==> src/hw/rtl/lsps_pkg.sv <==
package lsps_pkg;

  localparam int NSCENES   = 5;
  localparam int TICK_STEP = 10;
  localparam int TIME_UNIT = 1;

  typedef logic [2:0]  scene_id_t;
  typedef logic [1:0]  mode_t;
  typedef logic [1:0]  prio_t;
  typedef logic [4:0]  scene_vec_t;
  typedef logic [15:0] stime_t;
  typedef logic [7:0]  rep_t;
  typedef logic [23:0] rgb_t;

  localparam mode_t MODE_TICK   = 2'd0;
  localparam mode_t MODE_START  = 2'd1;
  localparam mode_t MODE_CANCEL = 2'd2;

  localparam scene_id_t SCENE_BOOT    = 3'd0;
  localparam scene_id_t SCENE_PAIRING = 3'd1;
  localparam scene_id_t SCENE_TRIGGER = 3'd2;
  localparam scene_id_t SCENE_ERROR   = 3'd3;
  localparam scene_id_t SCENE_SUCCESS = 3'd4;
  localparam scene_id_t SCENE_NONE    = 3'd5;

  localparam logic [2:0] CFG_IDX_BOOTUP  = 3'd0;
  localparam logic [2:0] CFG_IDX_PAIRING = 3'd1;
  localparam logic [2:0] CFG_IDX_TRIGGER = 3'd2;
  localparam logic [2:0] CFG_IDX_ERROR   = 3'd3;
  localparam logic [2:0] CFG_IDX_SUCCESS = 3'd4;

  localparam stime_t DUR_2000 = stime_t'(2000 * TIME_UNIT);
  localparam stime_t DUR_1000 = stime_t'(1000 * TIME_UNIT);
  localparam stime_t DUR_500  = stime_t'(500 * TIME_UNIT);
  localparam stime_t DUR_100  = stime_t'(100 * TIME_UNIT);
  localparam logic [16:0] TICK_INC = 17'(TICK_STEP);

  localparam rgb_t RGB_BLACK = 24'h000000;
  localparam rgb_t RGB_RED   = 24'hFF0000;
  localparam rgb_t RGB_BLUE  = 24'h0000FF;

  localparam prio_t PRIO_RST_BOOTUP  = 2'd2;
  localparam prio_t PRIO_RST_PAIRING = 2'd0;
  localparam prio_t PRIO_RST_TRIGGER = 2'd1;
  localparam prio_t PRIO_RST_ERROR   = 2'd1;
  localparam prio_t PRIO_RST_SUCCESS = 2'd1;

  function automatic rgb_t step_color(scene_id_t s, logic k);
    rgb_t c;
    c = RGB_BLACK;
    case (s)
      SCENE_BOOT:    c = RGB_RED;
      SCENE_PAIRING: c = k ? RGB_BLACK : RGB_BLUE;
      SCENE_TRIGGER: c = k ? RGB_RED : RGB_BLACK;
      SCENE_ERROR:   c = k ? RGB_BLACK : RGB_RED;
      SCENE_SUCCESS: c = k ? RGB_RED : RGB_BLUE;
      default:       c = RGB_BLACK;
    endcase
    return c;
  endfunction

  function automatic stime_t step_dur(scene_id_t s);
    stime_t d;
    d = DUR_100;
    case (s)
      SCENE_BOOT:    d = DUR_2000;
      SCENE_PAIRING: d = DUR_1000;
      SCENE_TRIGGER: d = DUR_500;
      SCENE_ERROR:   d = DUR_100;
      SCENE_SUCCESS: d = DUR_500;
      default:       d = DUR_100;
    endcase
    return d;
  endfunction

  function automatic logic scene_last_step(scene_id_t s, logic k);
    return (s == SCENE_BOOT) ? 1'b1 : k;
  endfunction

  function automatic rep_t scene_repeats(scene_id_t s);
    rep_t r;
    r = 8'd1;
    case (s)
      SCENE_BOOT:    r = 8'd1;
      SCENE_PAIRING: r = 8'd30;
      SCENE_TRIGGER: r = 8'd10;
      SCENE_ERROR:   r = 8'd10;
      SCENE_SUCCESS: r = 8'd20;
      default:       r = 8'd1;
    endcase
    return r;
  endfunction

  function automatic scene_vec_t scene_bit(scene_id_t s);
    scene_vec_t v;
    v = '0;
    if (s < scene_id_t'(NSCENES)) begin
      v[s] = 1'b1;
    end
    return v;
  endfunction

endpackage

==> src/hw/rtl/led_scene_priority_sequencer.sv <==
// Channel   Direction  Handshake               Payload
// in_       input      in_valid / in_ready     in_mode, in_scene_id
// out_      output     out_valid / out_ready   out_red, out_green, out_blue, out_scene
// cfg_      input      cfg_we                  cfg_index, cfg_wdata
//
// One transaction per cycle unless the result register stalls: an accepted item sits
// in the input register, then scene state and result register update as it moves on.
// out_valid rises as a result moves from the input register to the result register.
// rst_n (synchronous) clears all scene state and both stages, resets the priorities.
// A stalled result register holds the input stage; in_ready drops only then.
module led_scene_priority_sequencer (
  input  logic       clk,
  input  logic       rst_n,
  input  logic       in_valid,
  output logic       in_ready,
  input  logic [1:0] in_mode,
  input  logic [2:0] in_scene_id,
  output logic       out_valid,
  input  logic       out_ready,
  output logic [7:0] out_red,
  output logic [7:0] out_green,
  output logic [7:0] out_blue,
  output logic [2:0] out_scene,
  input  logic       cfg_we,
  input  logic [2:0] cfg_index,
  input  logic [1:0] cfg_wdata
);

  localparam int N = lsps_pkg::NSCENES;

  lsps_pkg::prio_t      prio_r [N];
  logic                 s1_valid_r;
  lsps_pkg::mode_t      mode_r;
  lsps_pkg::scene_id_t  id_r;

  lsps_pkg::scene_vec_t running_r, running_nxt;
  lsps_pkg::scene_id_t  active_r, active_nxt;
  lsps_pkg::rep_t       rep_r [N];
  lsps_pkg::rep_t       rep_nxt [N];
  logic                 sidx_r [N];
  logic                 sidx_nxt [N];
  lsps_pkg::stime_t     stime_r [N];
  lsps_pkg::stime_t     stime_nxt [N];

  logic                 out_valid_r;
  lsps_pkg::rgb_t       rgb_r;
  lsps_pkg::scene_id_t  act_out_r;

  lsps_pkg::scene_vec_t pick_vec;
  lsps_pkg::scene_id_t  win_id;
  logic                 adv, fire;
  logic                 res_valid;
  lsps_pkg::rgb_t       res_rgb;

  logic                 act_live;
  logic                 id_ok;
  logic                 k_cur;
  logic [16:0]          t_sum;
  lsps_pkg::stime_t     t_sat;
  lsps_pkg::rep_t       rep_inc;

  assign adv      = !out_valid_r || out_ready;
  assign fire     = s1_valid_r && adv;
  assign in_ready = !s1_valid_r || adv;

  assign act_live = (active_r < lsps_pkg::scene_id_t'(N)) && running_r[active_r];
  assign id_ok    = id_r < lsps_pkg::scene_id_t'(N);

  always_comb begin
    case (mode_r)
      lsps_pkg::MODE_START:  pick_vec = running_r | lsps_pkg::scene_bit(id_r);
      lsps_pkg::MODE_CANCEL: pick_vec = running_r & ~lsps_pkg::scene_bit(id_r);
      default:               pick_vec = running_r & ~lsps_pkg::scene_bit(active_r);
    endcase
  end

  lsps_winner u_winner (
    .run_vec (pick_vec),
    .prio    (prio_r),
    .win_id  (win_id)
  );

  always_comb begin
    running_nxt = running_r;
    active_nxt  = active_r;
    rep_nxt     = rep_r;
    sidx_nxt    = sidx_r;
    stime_nxt   = stime_r;
    res_valid   = 1'b0;
    res_rgb     = lsps_pkg::RGB_BLACK;
    k_cur       = 1'b0;
    t_sum       = '0;
    t_sat       = '0;
    rep_inc     = '0;
    case (mode_r)
      lsps_pkg::MODE_TICK: begin
        if (act_live) begin
          k_cur = sidx_r[active_r];
          t_sum = {1'b0, stime_r[active_r]} + lsps_pkg::TICK_INC;
          t_sat = t_sum[16] ? 16'hFFFF : t_sum[15:0];
          stime_nxt[active_r] = t_sat;
          if (t_sat < lsps_pkg::step_dur(active_r)) begin
            res_valid = 1'b1;
            res_rgb   = lsps_pkg::step_color(active_r, k_cur);
          end else if (!lsps_pkg::scene_last_step(active_r, k_cur)) begin
            sidx_nxt[active_r]  = 1'b1;
            stime_nxt[active_r] = '0;
          end else begin
            rep_inc = rep_r[active_r] + 8'd1;
            rep_nxt[active_r]  = rep_inc;
            sidx_nxt[active_r] = 1'b0;
            if (rep_inc >= lsps_pkg::scene_repeats(active_r)) begin
              running_nxt = pick_vec;
              active_nxt  = win_id;
              if (win_id < lsps_pkg::scene_id_t'(N)) begin
                stime_nxt[win_id] = '0;
              end
              res_valid = 1'b1;
            end else begin
              stime_nxt[active_r] = '0;
            end
          end
        end
      end
      lsps_pkg::MODE_START: begin
        if (id_ok && !running_r[id_r]) begin
          running_nxt = pick_vec;
          if (win_id != active_r) begin
            if (active_r < lsps_pkg::scene_id_t'(N)) begin
              running_nxt[active_r] = 1'b0;
            end
            active_nxt = win_id;
          end
          rep_nxt[id_r]   = '0;
          sidx_nxt[id_r]  = 1'b0;
          stime_nxt[id_r] = '0;
          if (active_nxt < lsps_pkg::scene_id_t'(N)) begin
            rep_nxt[active_nxt]   = '0;
            sidx_nxt[active_nxt]  = 1'b0;
            stime_nxt[active_nxt] = '0;
          end
        end
      end
      lsps_pkg::MODE_CANCEL: begin
        if (id_ok) begin
          running_nxt = pick_vec;
          if (active_r == id_r) begin
            active_nxt = win_id;
            if (win_id < lsps_pkg::scene_id_t'(N)) begin
              rep_nxt[win_id]   = '0;
              sidx_nxt[win_id]  = 1'b0;
              stime_nxt[win_id] = '0;
            end
            res_valid = 1'b1;
          end
        end
      end
      default: begin
        res_valid = 1'b0;
      end
    endcase
  end

  always_ff @(posedge clk) begin
    if (!rst_n) begin
      prio_r[0] <= lsps_pkg::PRIO_RST_BOOTUP;
      prio_r[1] <= lsps_pkg::PRIO_RST_PAIRING;
      prio_r[2] <= lsps_pkg::PRIO_RST_TRIGGER;
      prio_r[3] <= lsps_pkg::PRIO_RST_ERROR;
      prio_r[4] <= lsps_pkg::PRIO_RST_SUCCESS;
    end else if (cfg_we) begin
      case (cfg_index)
        lsps_pkg::CFG_IDX_BOOTUP:  prio_r[0] <= cfg_wdata;
        lsps_pkg::CFG_IDX_PAIRING: prio_r[1] <= cfg_wdata;
        lsps_pkg::CFG_IDX_TRIGGER: prio_r[2] <= cfg_wdata;
        lsps_pkg::CFG_IDX_ERROR:   prio_r[3] <= cfg_wdata;
        lsps_pkg::CFG_IDX_SUCCESS: prio_r[4] <= cfg_wdata;
        default: ;
      endcase
    end
  end

  always_ff @(posedge clk) begin
    if (!rst_n) begin
      s1_valid_r <= 1'b0;
    end else if (in_ready) begin
      s1_valid_r <= in_valid;
    end
  end

  always_ff @(posedge clk) begin
    if (in_valid && in_ready) begin
      mode_r <= in_mode;
      id_r   <= in_scene_id;
    end
  end

  always_ff @(posedge clk) begin
    if (!rst_n) begin
      running_r <= '0;
      active_r  <= lsps_pkg::SCENE_NONE;
      for (int i = 0; i < N; i++) begin
        rep_r[i]   <= '0;
        sidx_r[i]  <= 1'b0;
        stime_r[i] <= '0;
      end
    end else if (fire) begin
      running_r <= running_nxt;
      active_r  <= active_nxt;
      rep_r     <= rep_nxt;
      sidx_r    <= sidx_nxt;
      stime_r   <= stime_nxt;
    end
  end

  always_ff @(posedge clk) begin
    if (!rst_n) begin
      out_valid_r <= 1'b0;
    end else if (fire) begin
      out_valid_r <= res_valid;
    end else if (out_ready) begin
      out_valid_r <= 1'b0;
    end
  end

  always_ff @(posedge clk) begin
    if (fire && res_valid) begin
      rgb_r     <= res_rgb;
      act_out_r <= active_nxt;
    end
  end

  assign out_valid = out_valid_r;
  assign out_red   = rgb_r[23:16];
  assign out_green = rgb_r[15:8];
  assign out_blue  = rgb_r[7:0];
  assign out_scene = act_out_r;

  a_active_running: assert property (@(posedge clk) disable iff (!rst_n)
    (active_r == lsps_pkg::SCENE_NONE) || act_live)
    else $error("active scene is not running");

  a_active_range: assert property (@(posedge clk) disable iff (!rst_n)
    active_r <= lsps_pkg::SCENE_NONE)
    else $error("active scene id out of range");

  a_none_is_black: assert property (@(posedge clk) disable iff (!rst_n)
    (out_valid_r && (act_out_r == lsps_pkg::SCENE_NONE)) |-> (rgb_r == lsps_pkg::RGB_BLACK))
    else $error("non-black result with no active scene");

  a_stall_holds_state: assert property (@(posedge clk) disable iff (!rst_n)
    (s1_valid_r && out_valid_r && !out_ready) |=> ($stable(running_r) && $stable(active_r)))
    else $error("scene state changed during output stall");

endmodule

==> src/hw/rtl/lsps_winner.sv <==
module lsps_winner (
  input  lsps_pkg::scene_vec_t run_vec,
  input  lsps_pkg::prio_t      prio [lsps_pkg::NSCENES],
  output lsps_pkg::scene_id_t  win_id
);

  logic [2:0]          best_prio;
  lsps_pkg::scene_id_t best_id;

  always_comb begin
    best_prio = 3'd4;
    best_id   = lsps_pkg::SCENE_NONE;
    for (int i = 0; i < lsps_pkg::NSCENES; i++) begin
      if (run_vec[i] && ({1'b0, prio[i]} < best_prio)) begin
        best_prio = {1'b0, prio[i]};
        best_id   = lsps_pkg::scene_id_t'(i);
      end
    end
  end

  assign win_id = best_id;

endmodule
==> config.mk <==
export PLATFORM = sky130hd
export DESIGN_NAME = led_scene_priority_sequencer
export DESIGN_NICKNAME = d
export VERILOG_FILES = /design/src/hw/rtl/lsps_pkg.sv /design/src/hw/rtl/led_scene_priority_sequencer.sv /design/src/hw/rtl/lsps_winner.sv
export SDC_FILE = /design/constraint.sdc
export NUM_CORES = 1
export LEC_CHECK = 0
export BUFFER_PORTS_ARGS = -buffer_cell sky130_fd_sc_hd__buf_2
export CORE_MARGIN = 2
export CORE_UTILIZATION = 40
export CTS_CLUSTER_DIAMETER = 50
export DETAILED_ROUTE_END_ITERATION = 8
export GPL_TIMING_DRIVEN = 0
export PLACE_DENSITY = 0.58
export SLEW_MARGIN = 20
export SYNTH_ARGS = -nofsm -noshare
export SYNTH_HDL_FRONTEND = slang
export SYNTH_SLANG_ARGS = --single-unit
==> constraint.sdc <==
create_clock -name clk -period 16.4 [get_ports clk]
set_input_delay 1.64 -clock clk [delete_from_list [all_inputs] [get_ports clk]]
set_output_delay 1.64 -clock clk [all_outputs]
set_load 0.005 [all_outputs]
# Yosys cells after proc, flatten, opt, wreduce, memory -nomap -nowiden

Index checks and enable logic that the tools add are counted.

Flip-flop bits (word level): 177
Bits of input ports: 15
Output and inout bits: 29
Logic and storage cells: 276

$add $sub $neg: 2
$lt $le $gt $ge: 22
Equality and inequality tests: 20
Muxes and demuxes: 131
Bitwise operators: 35
Reductions and logical operators: 38

Operator list:

| cell                                       | number |
|---|---|
| 80-bit 2-to-1 mux                          | 10 |
| 80-bit bitwise AND                         | 5 |
| 40-bit 2-to-1 mux                          | 8 |
| 80-bit inverter                            | 4 |
| 80-bit one-hot mux with 3 select lines     | 1 |
| 16-bit demux with 3-bit select             | 4 |
| 16-bit 2-to-1 mux                          | 9 |
| 40-bit bitwise AND                         | 3 |
| 40-bit inverter                            | 3 |
| 24-bit one-hot mux with 5 select lines     | 1 |
| 40-bit one-hot mux with 3 select lines     | 1 |
| 5-bit 2-to-1 mux                           | 21 |
| 8-bit demux with 3-bit select              | 4 |
| 8-bit 2-to-1 mux                           | 11 |
| 80-bit bitwise mux                         | 1 |
| 24-bit 2-to-1 mux                          | 3 |
| 3-bit 2-to-1 mux                           | 19 |
| 16-bit binary-select mux with 3-bit select | 1 |
| 5-bit one-hot mux with 3 select lines      | 3 |
| 40-bit bitwise mux                         | 1 |
| 5-bit bitwise AND                          | 7 |
| 5-bit inverter                             | 7 |
| 11-bit one-hot mux with 3 select lines     | 1 |
| 8-bit binary-select mux with 3-bit select  | 1 |
| 39 further kinds                           | 119 |

# Longest topological paths before layout

Gate-level depths: netlist (run 1).

Depth after elaboration: 36
Mapped depth: 33
Gate-level depth less buffers: 30

# Cells and area by module

A second synthesis (run 1) with hierarchy kept.

Cell total of the unflattened synthesis: 1,029
Area total of the unflattened synthesis: 9,068.7 um2

Modules (own cells, without submodules):

| module                       | instances | cells each | area an instance (um2) | seq. area each (um2) |
|---|---|---|---|---|
| led_scene_priority_sequencer | 1         | 971        | 8,642.0                | 3,103.0 |
| lsps_winner                  | 1         | 58         | 426.7                  | 0.0 |

# Worst setup path before layout (run 1)

OpenSTA, ideal clock, no wires.

Path type: reg2reg
From: register mode_r[0]
To: register stime_r[56] (netlist name)
Setup time: 0.117 ns
Data arrival time: 6.764 ns
Data required time: 16.283 ns
Path slack: 9.519 ns
Cell stages (with the launch flop): 31
Path buffers: 3
Clock period less this slack: 6.881 ns
Path through: edfxtp_1 inv_1 ha_1 or4b_2 a21oi_2 nor2_1 nand2_1 ha_1 a21oi_1 or3_1 a32oi_1 ha_1 or2_2 a21oi_1 a31oi_1 o21ai_0 ha_1 nor2_1 o21a_1 or2_1 clkbuf_1 a21oi_1 ha_1 nor3_1 or4_1 or3_1 clkbuf_1 a31oi_1 a21oi_1 buf_2 a22o_1

Word-level cells in the longest chain between the ends: 29
Elaborated cells between the ends (all ways): 62
Those cells by class: order compare (10); eq/ne (8); mux (28); bitwise (7); reduce/logical (9)

Ends and longest elaborated chain:

| item                                                                                  | RTL line                                                               | RTL |
|---|---|---|
| from (decl)                                                                           | led_scene_priority_sequencer.sv:33                                     | `lsps_pkg::mode_t mode_r;` |
| from (signal assigned)                                                                | led_scene_priority_sequencer.sv:193                                    | `mode_r <= in_mode;` |
| 2-bit equality test or 2-bit by 1-bit equality test with 1-bit output (tied branches) | led_scene_priority_sequencer.sv:70, led_scene_priority_sequencer.sv:95 |  |
| 5-bit one-hot mux with 2 select lines                                                 | led_scene_priority_sequencer.sv:70                                     | `case (mode_r)` |
| 3-bit 2-to-1 mux                                                                      | lsps_winner.sv:14                                                      | `if (run_vec[i] && ({1'b0, prio[i]} < best_prio)) begin` |
| 2-bit by 3-bit < comparator with 1-bit output                                         | lsps_winner.sv:14                                                      |  |
| 1-bit logical AND                                                                     | lsps_winner.sv:14                                                      |  |
| 3-bit 2-to-1 mux                                                                      | lsps_winner.sv:14                                                      |  |
| 2-bit by 3-bit < comparator with 1-bit output                                         | lsps_winner.sv:14                                                      |  |
| 1-bit logical AND                                                                     | lsps_winner.sv:14                                                      |  |
| [13 not listed]                                                                       | n/a                                                                    |  |
| 1-bit logical AND (implied by the code)                                               | led_scene_priority_sequencer.sv:140                                    | `stime_nxt[active_nxt] = '0;` |
| 16-bit 2-to-1 mux (implied by the code)                                               | led_scene_priority_sequencer.sv:140                                    |  |
| 16-bit demux with 3-bit select                                                        | led_scene_priority_sequencer.sv:140                                    |  |
| 80-bit inverter (no source line)                                                      | n/a                                                                    |  |
| 80-bit bitwise AND (no source line)                                                   | n/a                                                                    |  |
| 80-bit 2-to-1 mux                                                                     | led_scene_priority_sequencer.sv:137                                    | `if (active_nxt < lsps_pkg::scene_id_t'(N)) begin` |
| 80-bit 2-to-1 mux                                                                     | led_scene_priority_sequencer.sv:126                                    | `if (id_ok && !running_r[id_r]) begin` |
| 80-bit one-hot mux with 3 select lines                                                | led_scene_priority_sequencer.sv:95                                     | `case (mode_r)` |
| to (signal assigned)                                                                  | led_scene_priority_sequencer.sv:212                                    | `stime_r <= stime_nxt;` |
| to (decl)                                                                             | led_scene_priority_sequencer.sv:42                                     | `lsps_pkg::stime_t stime_r [N];` |

Parallel ways exist; a longest one is shown, timed or not. The select of a mux whose other input is x is not followed.
A chain may end at the register's enable or synchronous reset.

==> impl_metrics.py, run 1 <==
metrics = {
    "clock_network": {
        "clk_path_buf_depth": 2,
        "h-tree-depth": 4,
        "cts_resized": 0,
        "postCtsHoldBufs": 0,
        "path_clk_slew_ns": 0.07,
        "insertion_delay_ns": 0.45,
        "cts_setup_buffers": 0,
        "cts_tree": "yes",
        "clock_sinks": 149,
        "cts-buffers-inserted": 17,
        "root_buffer": "clkbuf_16",
    },
    "setup_path": {
        "required_ns": 16.78,
        "crit_fanout": 10,
        "reg2reg_from": "mode_r[0]",
        "arrival_ns": 8.88,
        "worstSetupEndpointType": "flip-flop",
        "worst_path_max_delay_cell": "a22oi_1",
        "rr_worst_depth": 28,
        "max_stage_delay_ns": 0.82,
        "r2r_slack_ns": 7.91,
        "start_kind": "flip-flop",
        "critPathKind": "flip-flop to flip-flop",
    },
    "synth": {
        "synthMuxAreaShare": 0.0750,
        "ys_seq_area_frac": 0.331,
        "synth-xor-area-share": 0.0122,
        "netlist_area_um2": 9310,
        "yosys.area.top_type": "dfxtp_1",
        "ys_seq_elements": 149,
        "syn_inst": 1052,
        "yosysTopAreaCellShare": 0.299,
        "synth_most_common_cell": "dfxtp_1",
        "synthTopCellsByCount": "139 x dfxtp_1, 83 x nor2_1, 82 x a22o_1",
        "ys_top_cells_by_area": "dfxtp_1 30%, a22o_1 7.7%, mux2i_1 5.8%, nor2_1 3.3%, a21oi_1 3.3%",
        "avgSynthCellArea_um2": 8.85,
        "synth_cell_types": 97,
        "synth_top_family_by_area": "compound AO/OA/AOI/OAI gates",
        "yosys_warnings": 0,
        "async_flop_share": 0,
        "synth_compound_area_frac": 0.317,
        "synthSimpleGateAreaFrac": 0.177,
        "synth_fa_ha_area_frac": 0.0296,
        "synth_ff_type": "dfxtp_1",
        "synth-edff-count": 10,
    },
    "power": {
        "max-vdd-ir-drop_uv": 59.6,
        "power_density_nw_per_um2": 81.2,
        "power_mw": 0.848,
        "p_leak_nw": 3.72,
    },
    "sta": {
        "finalHoldViolCount": 0,
        "period_share": 0.518,
        "fmax_mhz": 118,
        "tns_ns": 0,
        "tightest_slew_ns": 1.11,
        "min_period_ns": 8.49,
        "skew_ns": 0.0139,
        "whs_ns": 0.468,
        "rsz0062_at_grt": "false",
        "relSlewSlack": 0.257,
        "final_max_slew_viol_count": 0,
        "finalSetupViolations": 0,
    },
    "die": {
        "die-area_um2": 24500,
        "rows": 55,
        "die_h_um": 157,
        "die_x_um": 157,
        "io_pins": 44,
        "start_util": 0.410,
        "core_um2": 22700,
    },
    "final_layout": {
        "nets": 1150,
        "antenna_cells": 0,
        "fill_cells": 2272,
        "drive_gt1_frac": 0.146,
        "area_growth_pct": 12.2,
        "fin_area_um2": 10400,
    },
    "routing": {
        "vias": 9027,
        "wl_per_cell_um": 23.8,
        "postRouteWirelength_um": 33500,
        "ant_nets": 0,
        "drt_first_pass_iters": 5,
        "via_per_inst": 6.40,
        "drt_iter0_markers": 835,
        "drc": 0,
    },
    "min_path": {
        "holdCritPathClass": "flip-flop to flip-flop",
        "hold_start": "stime_r[63]",
        "hold_path_depth": 1,
        "holdPathEnd": "stime_r[63]",
    },
    "job": {
        "cap_violations": 0,
    },
    "run_status": {
        "status": "completed",
    },
    "grt": {
        "grt_start_max_net_pins": 17,
        "grt_pass1_vias": 8520,
        "grt_antenna_before_repair": 0,
        "grt_first_pass_wirelength_um": 51300,
        "grt-ovfl-total": 0,
        "track_usage": 0.277,
    },
    "placed_design": {
        "place_area_um2": 9880,
        "detailed_place_hpwl_um": 24500,
        "place.gp.congestion": 0.962,
        "io_buffers": 35,
    },
}
per-layer routing:
layer  vias to the layer above  global-route usage  share of wire
met5                         -                   0              0
met4                         0               0.136          0.043
met3                        97              0.0579          0.076
met2                       436               0.429           0.44
met1                      4317               0.365           0.44
li1                       4177                   -              -
logic make-up (layout without fill, tap and decap cells):
family | count (synthesis) | after routing
compound gates | 388 | 388
simple gates | 311 | 311
flops | 149 | 149
buf+inv | 103 | 169
mux | 65 | 65
fa+ha+maj | 22 | 22
xor+xnor | 13 | 13
other cells | 1 | 8
how the worst max path moves through the flow:
stage / start / end / slack [ns]
6_report: mode_r[0] / flip-flop / 7.91
5_1_grt: mode_r[0] / flip-flop / 7.24
4_1_cts: mode_r[0] / flip-flop / 7.97
3_5_place_dp: mode_r[0] / flip-flop / 7.99
3_3_place_gp: mode_r[0] / flip-flop / 8.09
2_1_floorplan: mode_r[0] / stime_r[56] / 9.52
stage by stage:
stage / cells / util / setup slack, ns
floorplan: 1059 / - / 9.52
global placement: 1379 / 0.434 / 8.09
detailed placement: 1379 / 0.435 / 7.99
CTS: 1410 / 0.460 / 7.97
global route: 1410 / 0.460 / 7.24
finish: 1410 / 0.460 / 7.91
placed cells by master, fill, tap and decap left out, types with 17 or more instances in the layout:
| master | n |
|---|---|
| ha_1 | 22 |
| dfxtp_1 | 139 |
| buf_2 | 48 |
| clkbuf_16 | 17 |
| o22ai_1 | 19 |
| nor3_1 | 25 |
| nand3_1 | 20 |
| mux2i_1 | 54 |
| inv_1 | 20 |
| buf_4 | 27 |
| o21ai_0 | 45 |
| nor2_1 | 83 |
| a21oi_1 | 61 |
| a22o_1 | 82 |
| clkbuf_1 | 31 |
| nand2_1 | 61 |
final cells by class:
class	count	area, um^2	share of cell area
Multi-Input combinational cell	807	5730	0.548
Sequential cell	149	3080	0.295
Buffer	81	453	0.0434
Clock buffer	17	425	0.0408
Tap cell	285	357	0.0342
Timing Repair Buffer	35	175	0.0168
Clock inverter	14	138	0.0132
Inverter	22	82.6	0.00791
power breakdown:
group | internal, mW | switching, mW | leakage [nW]
registers | 0.368 | 0.00280 | 1.21
logic | 0.0242 | 0.0593 | 2.24
clock network | 0.212 | 0.182 | 0.274
total | 0.604 | 0.244 | 3.72
critical path: cells and delay by family (launching register included):
| family | cells | cell delay, ns |
|---|---|---|
| AND/OR/NAND/NOR | 8 | 1.91 |
| AO/OA/AOI/OAI | 13 | 4.29 |
| buffers and inverters | 2 | 0.48 |
| adder cells (fa/ha/maj) | 5 | 1.31 |
| flip-flops | 1 | 0.43 |
Power figures use the tool's default switching activity.
==> inputs of run 2 (changes only) <==
==> constraint.sdc (replaced) <==
create_clock -name clk -period 8 [get_ports clk]
set_input_delay 0.8 -clock clk [delete_from_list [all_inputs] [get_ports clk]]
set_output_delay 0.8 -clock clk [all_outputs]
set_load 0.005 [all_outputs]
==> run 2 against run 1 <==
Effect of this change: via count grew 0.24%; cell count about the same; worst hold slack improved by 0.00068 ns; sequential power is 110% higher; first-iteration DRC count up 4.8%; wire length is essentially flat; global-route usage about the same; clock skew down 0.0036 ns; cell area up 0.74%; clock power increased by 100%; largest cell class unchanged.
==> impl_metrics.py, run 2 (synthesized netlist as in run 1, its figures left out) <==
metrics = {
    "final_layout": {
        "area_growth_pct": 13.0,
        "fin_area_um2": 10500,
        "antenna_cells": 0,
        "nets": 1149,
        "post_layout_nonfiller_instances": 1409,
        "final_util": 0.463,
        "final_cell_mix": "139 x dfxtp_1, 83 x nor2_1, 82 x a22o_1, 61 x nand2_1, 58 x a21oi_1",
        "final_common_cell": "dfxtp_1",
        "drive_gt1_frac": 0.157,
    },
    "routing": {
        "vias": 9049,
        "drc": 0,
        "postRouteWirelength_um": 33500,
        "wl_per_cell_um": 23.8,
        "via_per_inst": 6.42,
        "ant_nets": 0,
        "drt_iter0_markers": 875,
        "drt_first_pass_iters": 6,
    },
    "min_path": {
        "holdCritPathClass": "flip-flop to flip-flop",
        "hold_start": "stime_r[63]",
        "holdPathEnd": "stime_r[63]",
        "hold_path_depth": 1,
    },
    "die": {
        "io_pins": 44,
        "die_h_um": 157,
        "start_util": 0.410,
        "die-area_um2": 24500,
        "core_um2": 22700,
        "rows": 55,
        "die_x_um": 157,
    },
    "sta": {
        "tns_ns": 0,
        "finalHoldViolCount": 0,
        "setup_ws_ns": 0.479,
        "min_period_ns": 7.52,
        "finalSetupViolations": 0,
        "skew_ns": 0.0104,
        "fmax_mhz": 133,
        "final_max_slew_viol_count": 0,
        "tightest_slew_ns": 1.01,
        "whs_ns": 0.469,
        "relSlewSlack": 0.320,
        "period_share": 0.940,
    },
    "power": {
        "power_density_nw_per_um2": 165,
        "max-vdd-ir-drop_uv": 123,
        "power_mw": 1.74,
        "p_leak_nw": 3.74,
    },
    "grt": {
        "grt-ovfl-total": 0,
        "track_usage": 0.276,
        "grt_start_max_net_pins": 17,
        "grt_pass1_vias": 8522,
        "grt_first_pass_wirelength_um": 51200,
        "grt_antenna_before_repair": 0,
    },
    "clock_network": {
        "cts-buffers-inserted": 17,
        "h-tree-depth": 4,
        "path_clk_slew_ns": 0.07,
        "cts_tree": "yes",
        "clock_sinks": 149,
        "cts_setup_buffers": 0,
        "insertion_delay_ns": 0.45,
        "root_buffer": "clkbuf_16",
        "clk_path_buf_depth": 2,
        "postCtsHoldBufs": 0,
    },
    "job": {
        "cap_violations": 0,
    },
    "setup_path": {
        "worst_path_max_delay_cell": "or4b_2",
        "max_stage_delay_ns": 0.65,
        "rr_worst_depth": 31,
        "start_kind": "flip-flop",
        "r2r_slack_ns": 0.48,
        "required_ns": 8.34,
        "reg2reg_to": "stime_r[55]",
        "crit_fanout": 10,
        "critPathKind": "flip-flop to flip-flop",
        "reg2reg_from": "mode_r[0]",
        "worstSetupEndpointType": "flip-flop",
        "arrival_ns": 7.86,
        "crit_top_cell": "ha_1",
    },
    "placed_design": {
        "place_area_um2": 9880,
        "io_buffers": 35,
        "dpl.cell_count": 1379,
        "place.gp.congestion": 0.962,
        "place_ws_ns": -0.411,
        "detailed_place_hpwl_um": 24500,
    },
    "run_status": {
        "status": "completed",
    },
}
## run 2: timing repair
item | 4_1_cts | 5_1_grt
gates cloned | 0 | 0
gates resized for setup | 5 | 14
endpoints found under the setup margin | 51 | 94
## run 2: worst max path at each step
stage,start,to,slack [ns],cells past startpoint
finish,mode_r[0],stime_r[55],0.48,31
global route,mode_r[0],stime_r[55],-0.01,31
CTS,mode_r[0],stime_r[55],0.16,30
detailed placement,mode_r[0],flip-flop,-0.41,28
global placement,mode_r[0],flip-flop,-0.31,28
floorplan,mode_r[0],stime_r[56],1.12,30
## run 2: final cells by class
type                    instances  area [um^2]
multi-input cells             807         5810
well taps                     285          357
clock buffers                  17          425
flip-flops and latches        149         3080
inverters                      22         82.6
plain buffers                  80          450
repair buffers                 35          175
clock inverters                14          138
fillers                      2263        12200
## run 2: critical path: cells and delay by family (launching register included)
kind / cells / cell delay [ns]
compound gates: 11 / 2.08
buf+inv: 3 / 0.63
fa+ha+maj: 5 / 1.33
flops: 1 / 0.42
simple gates: 12 / 2.92
## run 2: where the power goes
part | internal (mW) | switching (mW)
logic | 0.0507 | 0.123
registers | 0.753 | 0.00576
clock network | 0.435 | 0.372
## run 2: layer usage
metal,GRT usage,vias to the layer above,share of wire
met5,0,-,0
met4,0.131,0,0.043
met3,0.0593,101,0.073
met2,0.432,426,0.44
met1,0.364,4340,0.44
li1,-,4182,-
